==> src/sv/ecal_pkg.sv <==
package ecal_pkg;

    localparam int StepW = 4;
    localparam int AccW = 32;
    localparam int ProdW = 64;
    localparam int RemW = 6;
    localparam int DaysW = 16;
    localparam int YearW = 12;
    localparam int MonthW = 4;
    localparam int OutW = 38;
    localparam int OutBytesW = 40;

    localparam logic [YearW-1:0] BaseYear = 12'd1970;
    localparam logic [DaysW-1:0] QuadDays = 16'd1461;
    localparam logic [DaysW-1:0] LeapDays = 16'd366;
    localparam logic [DaysW-1:0] PlainDays = 16'd365;

    // exact for every 32-bit dividend
    localparam logic [AccW-1:0] Recip60 = 32'h88888889;
    localparam logic [AccW-1:0] Recip24 = 32'hAAAAAAAB;
    localparam int Shift60 = 37;
    localparam int Shift24 = 36;

    typedef enum logic [3:0] {
        OP_NOP,
        OP_LOAD,
        OP_DIV,
        OP_SAVE_SEC,
        OP_SAVE_MIN,
        OP_SAVE_HOUR,
        OP_QUAD,
        OP_YEAR,
        OP_MONTH,
        OP_PUBLISH
    } op_t;

    typedef enum logic [2:0] {
        C_NEXT,
        C_ALWAYS,
        C_NO_INPUT,
        C_QUAD,
        C_YEAR,
        C_MONTH,
        C_OUT_BLOCKED
    } cond_t;

    typedef struct packed {
        op_t              op;
        cond_t            cond;
        logic [StepW-1:0] target;
        logic             div_by60;
    } ctrl_t;

    typedef struct packed {
        logic in_valid;
        logic quad_more;
        logic year_more;
        logic month_more;
        logic out_blocked;
    } status_t;

    localparam logic [StepW-1:0] StepWait = 4'd0;
    localparam logic [StepW-1:0] StepQuad = 4'd7;
    localparam logic [StepW-1:0] StepYear = 4'd8;
    localparam logic [StepW-1:0] StepMonth = 4'd9;
    localparam logic [StepW-1:0] StepPublish = 4'd10;
    localparam logic [StepW-1:0] StepLast = 4'd11;

    function automatic ctrl_t ucode_rom(input logic [StepW-1:0] pc);
        ctrl_t w;
        w = '{op: OP_NOP, cond: C_ALWAYS, target: StepWait, div_by60: 1'b0};
        unique case (pc)
            4'd0:  w = '{OP_LOAD,      C_NO_INPUT,    StepWait,    1'b0};
            4'd1:  w = '{OP_DIV,       C_NEXT,        StepWait,    1'b1};
            4'd2:  w = '{OP_SAVE_SEC,  C_NEXT,        StepWait,    1'b0};
            4'd3:  w = '{OP_DIV,       C_NEXT,        StepWait,    1'b1};
            4'd4:  w = '{OP_SAVE_MIN,  C_NEXT,        StepWait,    1'b0};
            4'd5:  w = '{OP_DIV,       C_NEXT,        StepWait,    1'b0};
            4'd6:  w = '{OP_SAVE_HOUR, C_NEXT,        StepWait,    1'b0};
            4'd7:  w = '{OP_QUAD,      C_QUAD,        StepQuad,    1'b0};
            4'd8:  w = '{OP_YEAR,      C_YEAR,        StepYear,    1'b0};
            4'd9:  w = '{OP_MONTH,     C_MONTH,       StepMonth,   1'b0};
            4'd10: w = '{OP_PUBLISH,   C_OUT_BLOCKED, StepPublish, 1'b0};
            4'd11: w = '{OP_NOP,       C_ALWAYS,      StepWait,    1'b0};
            default: w = '{OP_NOP,     C_ALWAYS,      StepWait,    1'b0};
        endcase
        return w;
    endfunction

    function automatic logic [DaysW-1:0] month_days(input logic [MonthW-1:0] m,
                                                    input logic leap);
        logic [DaysW-1:0] d;
        d = 16'd31;
        case (m)
            4'd1: d = leap ? 16'd29 : 16'd28;
            4'd3, 4'd5, 4'd8, 4'd10: d = 16'd30;
            default: d = 16'd31;
        endcase
        return d;
    endfunction

endpackage

==> src/sv/ecal_seq.sv <==
module ecal_seq (
    input  logic             aclk,
    input  logic             aresetn,
    input  ecal_pkg::status_t status,
    output ecal_pkg::ctrl_t   ctrl
);
    import ecal_pkg::*;

    logic [StepW-1:0] pc_reg;
    logic [StepW-1:0] pc_next;
    logic             take;

    assign ctrl = ucode_rom(pc_reg);

    always_comb begin
        case (ctrl.cond)
            C_NEXT:        take = 1'b0;
            C_ALWAYS:      take = 1'b1;
            C_NO_INPUT:    take = !status.in_valid;
            C_QUAD:        take = status.quad_more;
            C_YEAR:        take = status.year_more;
            C_MONTH:       take = status.month_more;
            C_OUT_BLOCKED: take = status.out_blocked;
            default:       take = 1'b1;
        endcase
        pc_next = take ? ctrl.target : pc_reg + 1'b1;
    end

    always_ff @(posedge aclk) begin
        if (!aresetn) begin
            pc_reg <= StepWait;
        end else begin
            pc_reg <= pc_next;
        end
    end

    a_pc_range: assert property (@(posedge aclk) disable iff (!aresetn)
        pc_reg <= StepLast) else $error("step counter out of program");
    a_wait_hold: assert property (@(posedge aclk) disable iff (!aresetn)
        (ctrl.op == OP_LOAD && !status.in_valid) |=> pc_reg == StepWait)
        else $error("left wait step without a word");
    a_publish_stay: assert property (@(posedge aclk) disable iff (!aresetn)
        (ctrl.op == OP_PUBLISH && status.out_blocked) |=> pc_reg == StepPublish)
        else $error("left publish step while output busy");

endmodule

==> src/sv/ecal_dp.sv <==
module ecal_dp (
    input  logic                           aclk,
    input  logic                           aresetn,
    input  ecal_pkg::ctrl_t                ctrl,
    output ecal_pkg::status_t              status,
    input  logic                           s_tvalid,
    input  logic [ecal_pkg::AccW-1:0]      s_tdata,
    output logic                           m_tvalid,
    input  logic                           m_tready,
    output logic [ecal_pkg::OutBytesW-1:0] m_tdata
);
    import ecal_pkg::*;

    logic [AccW-1:0]   acc_reg, acc_next;
    logic [AccW-1:0]   quo_reg, quo_next;
    logic [RemW-1:0]   sec_reg, sec_next;
    logic [RemW-1:0]   min_reg, min_next;
    logic [4:0]        hour_reg, hour_next;
    logic [DaysW-1:0]  days_reg, days_next;
    logic [YearW-1:0]  year_reg, year_next;
    logic [MonthW-1:0] month_reg, month_next;
    logic [OutW-1:0]   out_reg, out_next;
    logic              m_tvalid_reg, m_tvalid_next;

    logic [AccW-1:0]   recip;
    logic [ProdW-1:0]  prod;
    logic [AccW-1:0]   quo;
    logic              leap;
    logic [DaysW-1:0]  ylen;
    logic [DaysW-1:0]  mlen;
    logic [4:0]        day_out;

    // quotient by reciprocal multiplication
    assign recip = ctrl.div_by60 ? Recip60 : Recip24;
    assign prod = ProdW'(acc_reg) * ProdW'(recip);
    assign quo = ctrl.div_by60 ? AccW'(prod[ProdW-1:Shift60]) : AccW'(prod[ProdW-1:Shift24]);
    assign leap = year_reg[1:0] == 2'b00;
    assign ylen = leap ? LeapDays : PlainDays;
    assign mlen = month_days(month_reg, leap);
    assign day_out = days_reg[4:0] + 5'd1;

    assign status.in_valid = s_tvalid;
    assign status.quad_more = days_reg >= QuadDays;
    assign status.year_more = days_reg >= ylen;
    assign status.month_more = days_reg >= mlen;
    assign status.out_blocked = m_tvalid_reg && !m_tready;

    always_comb begin
        acc_next = acc_reg;
        quo_next = quo_reg;
        sec_next = sec_reg;
        min_next = min_reg;
        hour_next = hour_reg;
        days_next = days_reg;
        year_next = year_reg;
        month_next = month_reg;
        out_next = out_reg;
        m_tvalid_next = m_tvalid_reg && !m_tready;
        unique case (ctrl.op)
            OP_LOAD: begin
                acc_next = s_tdata;
            end
            OP_DIV: begin
                quo_next = quo;
            end
            OP_SAVE_SEC: begin
                // t - 60q taken mod 64
                sec_next = acc_reg[RemW-1:0] + {quo_reg[3:0], 2'b00};
                acc_next = quo_reg;
            end
            OP_SAVE_MIN: begin
                min_next = acc_reg[RemW-1:0] + {quo_reg[3:0], 2'b00};
                acc_next = quo_reg;
            end
            OP_SAVE_HOUR: begin
                // t - 24q taken mod 32
                hour_next = acc_reg[4:0] + {quo_reg[1:0], 3'b000};
                days_next = quo_reg[DaysW-1:0];
                year_next = BaseYear;
                month_next = '0;
            end
            OP_QUAD: begin
                if (status.quad_more) begin
                    days_next = days_reg - QuadDays;
                    year_next = year_reg + 12'd4;
                end
            end
            OP_YEAR: begin
                if (status.year_more) begin
                    days_next = days_reg - ylen;
                    year_next = year_reg + 12'd1;
                end
            end
            OP_MONTH: begin
                if (status.month_more) begin
                    days_next = days_reg - mlen;
                    month_next = month_reg + 4'd1;
                end
            end
            OP_PUBLISH: begin
                if (!status.out_blocked) begin
                    out_next = {sec_reg, min_reg, hour_reg, day_out,
                                month_reg + 4'd1, year_reg};
                    m_tvalid_next = 1'b1;
                end
            end
            OP_NOP: begin
            end
            default: begin
            end
        endcase
    end

    always_ff @(posedge aclk) begin
        if (!aresetn) begin
            m_tvalid_reg <= 1'b0;
        end else begin
            m_tvalid_reg <= m_tvalid_next;
        end
        acc_reg <= acc_next;
        quo_reg <= quo_next;
        sec_reg <= sec_next;
        min_reg <= min_next;
        hour_reg <= hour_next;
        days_reg <= days_next;
        year_reg <= year_next;
        month_reg <= month_next;
        out_reg <= out_next;
    end

    assign m_tvalid = m_tvalid_reg;
    assign m_tdata = {{(OutBytesW - OutW){1'b0}}, out_reg};

    a_days_fit: assert property (@(posedge aclk) disable iff (!aresetn)
        ctrl.op == OP_SAVE_HOUR |-> quo_reg[AccW-1:DaysW] == '0)
        else $error("day count overflow");
    a_month_range: assert property (@(posedge aclk) disable iff (!aresetn)
        ctrl.op == OP_MONTH |-> month_reg < 4'd12)
        else $error("month walk past december");
    a_publish_valid: assert property (@(posedge aclk) disable iff (!aresetn)
        (ctrl.op == OP_PUBLISH && !status.out_blocked) |=> m_tvalid_reg)
        else $error("result not presented");

endmodule

==> src/sv/epoch_seconds_to_calendar_unit.sv <==
// Converts an unsigned 32-bit count of seconds since 1970-01-01 00:00:00 into
// year, month, day, hour, minute and second; every year divisible by 4 is leap,
// so 2100 is leap. A word goes from acceptance to result through
// six steps for the divisions by 60, 60 and 24 (one reciprocal multiply and
// one remainder step each), a walk of up to 34 four-year steps and one of up
// to three single years, each with one more step to leave it, a month walk of
// up to 11 steps plus one to leave, and one publish step. The microcode
// sequencer then spends one more step before the wait step, so the next word is
// taken only after the last has left publish. One word is in work at a time;
// s_tready is high only in the wait step, and the publish step holds while the
// previous result still sits unaccepted in the output register.
module epoch_seconds_to_calendar_unit (
    input  logic        aclk,
    input  logic        aresetn,
    input  logic        s_tvalid,
    output logic        s_tready,
    input  logic [31:0] s_tdata,   // epoch_seconds
    output logic        m_tvalid,
    input  logic        m_tready,
    output logic [39:0] m_tdata    // cal_year, cal_month, cal_day, cal_hour, cal_minute, cal_second
);
    import ecal_pkg::*;

    ctrl_t   ctrl;
    status_t status;

    ecal_seq u_seq (
        .aclk    (aclk),
        .aresetn (aresetn),
        .status  (status),
        .ctrl    (ctrl)
    );

    ecal_dp u_dp (
        .aclk     (aclk),
        .aresetn  (aresetn),
        .ctrl     (ctrl),
        .status   (status),
        .s_tvalid (s_tvalid),
        .s_tdata  (s_tdata),
        .m_tvalid (m_tvalid),
        .m_tready (m_tready),
        .m_tdata  (m_tdata)
    );

    assign s_tready = ctrl.op == OP_LOAD;

endmodule

==> config.mk <==
export PLATFORM = sky130hd
export DESIGN_NAME = epoch_seconds_to_calendar_unit
export DESIGN_NICKNAME = d
export VERILOG_FILES = /design/src/sv/ecal_pkg.sv /design/src/sv/ecal_seq.sv /design/src/sv/ecal_dp.sv /design/src/sv/epoch_seconds_to_calendar_unit.sv
export SDC_FILE = /design/constraint.sdc
export NUM_CORES = 1
export LEC_CHECK = 0
export BUFFER_PORTS_ARGS = -buffer_cell sky130_fd_sc_hd__buf_4
export CORE_UTILIZATION = 40
export DETAILED_ROUTE_END_ITERATION = 10
export PLACE_DENSITY = 0.65
export SETUP_SLACK_MARGIN = 0.15
export SLEW_MARGIN = 10
export SYNTH_ARGS = -nofsm -noshare
export SYNTH_HDL_FRONTEND = slang
export SYNTH_HIERARCHICAL = 1
export SYNTH_SLANG_ARGS = --single-unit
==> constraint.sdc <==
create_clock -name aclk -period 11.4 [get_ports aclk]
set_input_delay 0.57 -clock aclk [delete_from_list [all_inputs] [get_ports aclk]]
set_output_delay 0.57 -clock aclk [all_outputs]
set_load 0.01 [all_outputs]
==> Word-level counts from Yosys, hierarchy flattened <==
Memories as Yosys holds them, arrays and structs flattened. A register that Yosys moved wholly into a read port is not among the register bits.
Index checks and enable logic that the tools add are counted.
{ "totals": {"ff_bits": 156, "mem_count": 1, "inputBits": 36, "rom_bits": 192, "word_cells": 84, "out_inout_bits": 42} }
{ "mem_list": {"columns": ["memory", "depth", "width", "rd", "rd_clocked_by_memory_dff", "write_ports", "line", "text"], "rows": [
  ["(name not given)", 16, 12, 1, 1, 0, "ecal_pkg.sv:72", "unique case (pc)"]
]} }
{ "op_classes": {"muxes": 19, "order_cmp": 3, "reduce_logical": 15, "eq_ne": 22, "mul": 1, "bitwise": 1, "addsub": 10} }
{ "op_table": {"columns": ["operator", "n"], "rows": [
  ["$mul 32x32->64", 1],
  ["$pmux 16 s4", 1],
  ["$pmux 32 s2", 1],
  ["$mux 16", 3],
  ["$pmux 12 s3", 1],
  ["$ge 16x16->1", 2],
  ["$pmux 16 s2", 1],
  ["$sub 16x16->16", 2],
  ["$mux 30", 1],
  ["$mux 27", 1],
  ["$mux 12", 2],
  ["$eq 4x3->1 const B", 5],
  ["$eq 4x4->1 const B", 4],
  ["$ge 16x11->1 const B", 1],
  ["$sub 16x11->16 const B", 1],
  ["$add 12x1->12 const B", 1],
  ["$add 12x3->12 const B", 1],
  ["$eq 4x2->1 const B", 3],
  ["$mux 4", 3],
  ["$eq 3x3->1 const B", 3],
  ["$add 4x1->4 const B", 2],
  ["$eq 4x1->1 const B", 2],
  ["$pmux 4 s2", 1],
  ["$add 6x6->6", 1],
  ["other kinds (20)", 27]
]} }

==> Longest topological paths before layout <==
{ "logic_depth": {"word_depth": 7, "mapped_depth": 31} }

==> By module <==
Netlist, hierarchy kept.
{ "modules_own_cells": {"columns": ["mod", "area_each_um2", "seq_area_each_um2", "instances", "cells_per_inst"], "rows": [
  ["ecal_dp", 25156.6, 4434.3, 1, 2491],
  ["ecal_seq", 740.7, 300.3, 1, 74],
  ["epoch_seconds_to_calendar_unit", 15.0, 0.0, 1, 1]
]} }

==> Worst setup path after synthesis <==
OpenSTA, ideal clock, no wires.
{ "synth_path": {"kind": "register to register", "from": "reg, netlist name u_seq/ctrl[0]", "to": "reg u_dp.quo_reg[22] (data pin)", "required_time_ns": 11.140, "slack_ns": 3.445, "t_arrival_ns": 7.695, "setup_time_ns": 0.260, "n_path_buf": 5, "path_stages_with_launch": 32, "cell_sequence": "dfxtp_1 buf_2 buf_1 inv_1 clkbuf_1 clkbuf_1 nand2_1 inv_1 ha_1 fa_1 inv_1 fa_1 fa_1 inv_1 fa_1 fa_1 fa_1 inv_1 fa_1 inv_1 ha_1 buf_6 a2111oi_4 o21ai_1 a21oi_1 o21ai_1 a221oi_2 a2111oi_4 o22ai_4 o21bai_1 xor2_1 mux2_2"} }
{ "synth_via": {"elab_chain_cells": 3} }
{ "synth_lines": {"columns": ["element", "line", "text"], "rows": [
  ["$mux 30", "ecal_dp.sv:34", "assign recip = ctrl.div_by60 ? Recip60 : Recip24;"],
  ["$mul 32x32->64", "ecal_dp.sv:35", "assign prod = ProdW'(acc_reg) * ProdW'(recip);"],
  ["$mux 27 (*)", "ecal_dp.sv:36", "assign quo = ctrl.div_by60 ? AccW'(prod[ProdW-1:Shift60]) : AccW'(prod[ProdW-1:Shift24]);"],
  ["via u_dp.quo[22]", "ecal_dp.sv:27", "logic [AccW-1:0] quo;"],
  ["end signal: assignment", "ecal_dp.sv:121", "quo_reg <= quo_next;"],
  ["end: declaration", "ecal_dp.sv:15", "logic [AccW-1:0] quo_reg, quo_next;"]
]} }
The timed path passes the listed nets; every way through them passes the cells marked *.
A chain may end at the register's enable or synchronous reset.

==> Final worst setup path <==
{ "layout_path": {"from": "reg u_dp.acc_reg[1]", "to": "reg u_dp.quo_reg[24] (data pin)"} }
{ "layout_via": {"elab_chain_cells": 2} }
{ "layout_lines": {"columns": ["element", "line", "text"], "rows": [
  ["start: declaration", "ecal_dp.sv:14", "logic [AccW-1:0] acc_reg, acc_next;"],
  ["start signal: assignment", "ecal_dp.sv:120", "acc_reg <= acc_next;"],
  ["$mul 32x32->64", "ecal_dp.sv:35", null],
  ["$mux 27", "ecal_dp.sv:36", null],
  ["via u_dp.quo[24]", "ecal_dp.sv:27", null]
]} }
The timed path passes the listed nets, and every way through them passes these cells.

==> metrics <==
Max Fclk=104.3 MHz; CORE AREA=~0.064 mm²; post-CTS setup buffers=0; CP Launch Type=register; global-route wire length before repair=about 120 mm; CP dominant cell by count=fa_1; slack of the worst reg-to-reg path=1810 ps; Slew @ Worst Pin=1222 ps; HP Start=s_tdata[31]; Max-Cap Viols=0; worst r2r src=u_dp/acc_reg[1]; root buf cell=clkbuf_16; initial core utilization=between 40 and 50%; Vias/cell=between 5 and 6; Mapped Area=approximately 0.026 mm²; Layout area overhead=8.061%; outcome=completed; gp weighted congestion=just over 1; Top-Level Pins=78; final worst setup slack=approximately 1800 ps; violation count after the first detailed-route iteration=approximately 1.5k; post-CTS resize count=0; setup violators final=0; Crit Path Max Fanout=11; Port Buffers=75; Crit. Startpoint=u_dp/acc_reg[1]; Crit-path slowest cell=nor2b_1; Post-Route Skew=14.22 ps; WL/cell=about 22 µm; clock latency on the worst-skew pair=approximately 460 ps; Post-DRT Antenna Nets=0; Worst EP required=approximately 12000 ps; Hold Buf Count CTS=0; dpl hpwl=between 60 and 70 mm; maximum buffer depth of the clock tree=2; clock sink count=between 150 and 200; gr ovfl total=0; Final nets=roughly 3.4k; Hold WC Path Type=input port to register; yosys warns=6; Period Utilization, post-route=84.09%; CP max stage delay=between 900 and 1000 ps; Die X=around 260 µm; Slew Limit Fails=0; drt first pass iters=5; vias in the first global route=roughly 19k; CTS Buf Count=17; # DRC=0; initial antenna violation count=0; ratio of cells with drive above 1 in the final layout=between 7 and 8%; total wire length=between 70 and 80 mm; R2R depth=26; fin area=between 0.02 and 0.03 mm²; CP endpoint kind=register; CTS H-tree depth=4; CTS tree=built; vias=18.16k; Reg clk slew, reported paths=roughly 70 ps; Worst slew margin=18.34%; diodes inserted=0; reg2reg end=u_dp/quo_reg[24]; Cells on Worst Hold Path=2; CP arrival=about 9800 ps; row count=92; WHS Endpoint=u_dp/acc_reg[31]; max reg flops=38; RSZ-0062 raised after global routing=false; final hold violation count=0; die height=around 260 µm; Total GRT Usage=between 20% and 30%; Post-DP Area=between 0.02 and 0.03 mm²; Setup TNS=0 ps; Post-Place Worst Slack=just under 2000 ps; die area=~0.066 mm²; syn_area_per_cell=10.10 µm²; Mapped Cells=around 2.6k; WS Path Type=register to register; crit path time final=9586 ps; largest net degree at the start of global routing=39
==> worst max path at each step <==
stage | to | slack, ps | cells past startpoint
global placement | u_dp/quo_reg[24] | 1990 | 26
CTS | u_dp/quo_reg[24] | 1930 | 26
global route | u_dp/quo_reg[24] | 1510 | 26
finish | u_dp/quo_reg[24] | 1810 | 26
floorplan | u_dp/quo_reg[22] | 3450 | 31
detailed placement | u_dp/quo_reg[24] | 1950 | 26
==> stage by stage <==
step	std cells	hold slack, ps	util [%]
4_1_cts	3466	357.5	44.06
2_1_floorplan	2566	400.3	-
3_3_place_gp	3434	405.3	43.08
3_5_place_dp	3434	406.1	43.08
5_1_grt	3466	383.5	44.06
6_report	3466	390.6	44.06
==> cells in the final DEF, fill, tap and decap left out, types with 27 or more instances in the layout <==
cell      count
a21oi_1     101
buf_4        88
edfxtp_1    147
fa_1        391
ha_1        390
inv_1       678
mux2_2       40
nand2_1     112
nand3_1      27
nor2_1      108
o21ai_0      52
xnor2_1      73
xor2_1       52
==> layer usage <==
metal / vias up / track usage (%) / wire [µm]
met2: 587 / 38.85 / 36550
met1: 9230 / 32.87 / 34010
li1: 8235 / - / -
met3: 106 / 3.539 / 4209
met5: - / 0 / 0
met4: 0 / 6.961 / 2269
==> critical path, delay by kind of cell (launching register included) <==
family                     cells  cell delay [ps]
and+or+nand+nor                6             2820
buffers and inverters          3              170
DFF                            1              690
AOI/OAI and AO/OA              9             2160
adders and majority gates      8             3480
==> cell type report <==
cell class | count | area [µm²]
Timing Repair Buffer | 88 | 660.6
Clock buffer | 17 | 425.4
Multi-Input combinational cell | 1654 | 18360
Tap cell | 846 | 1059
Sequential cell | 163 | 4736
Inverter | 683 | 2564
Fill cell | 6165 | 35550
Clock inverter | 15 | 193.9
Power is not shown: default switching activity piles up to over one toggle a cycle in this logic, so the estimate is an artifact.
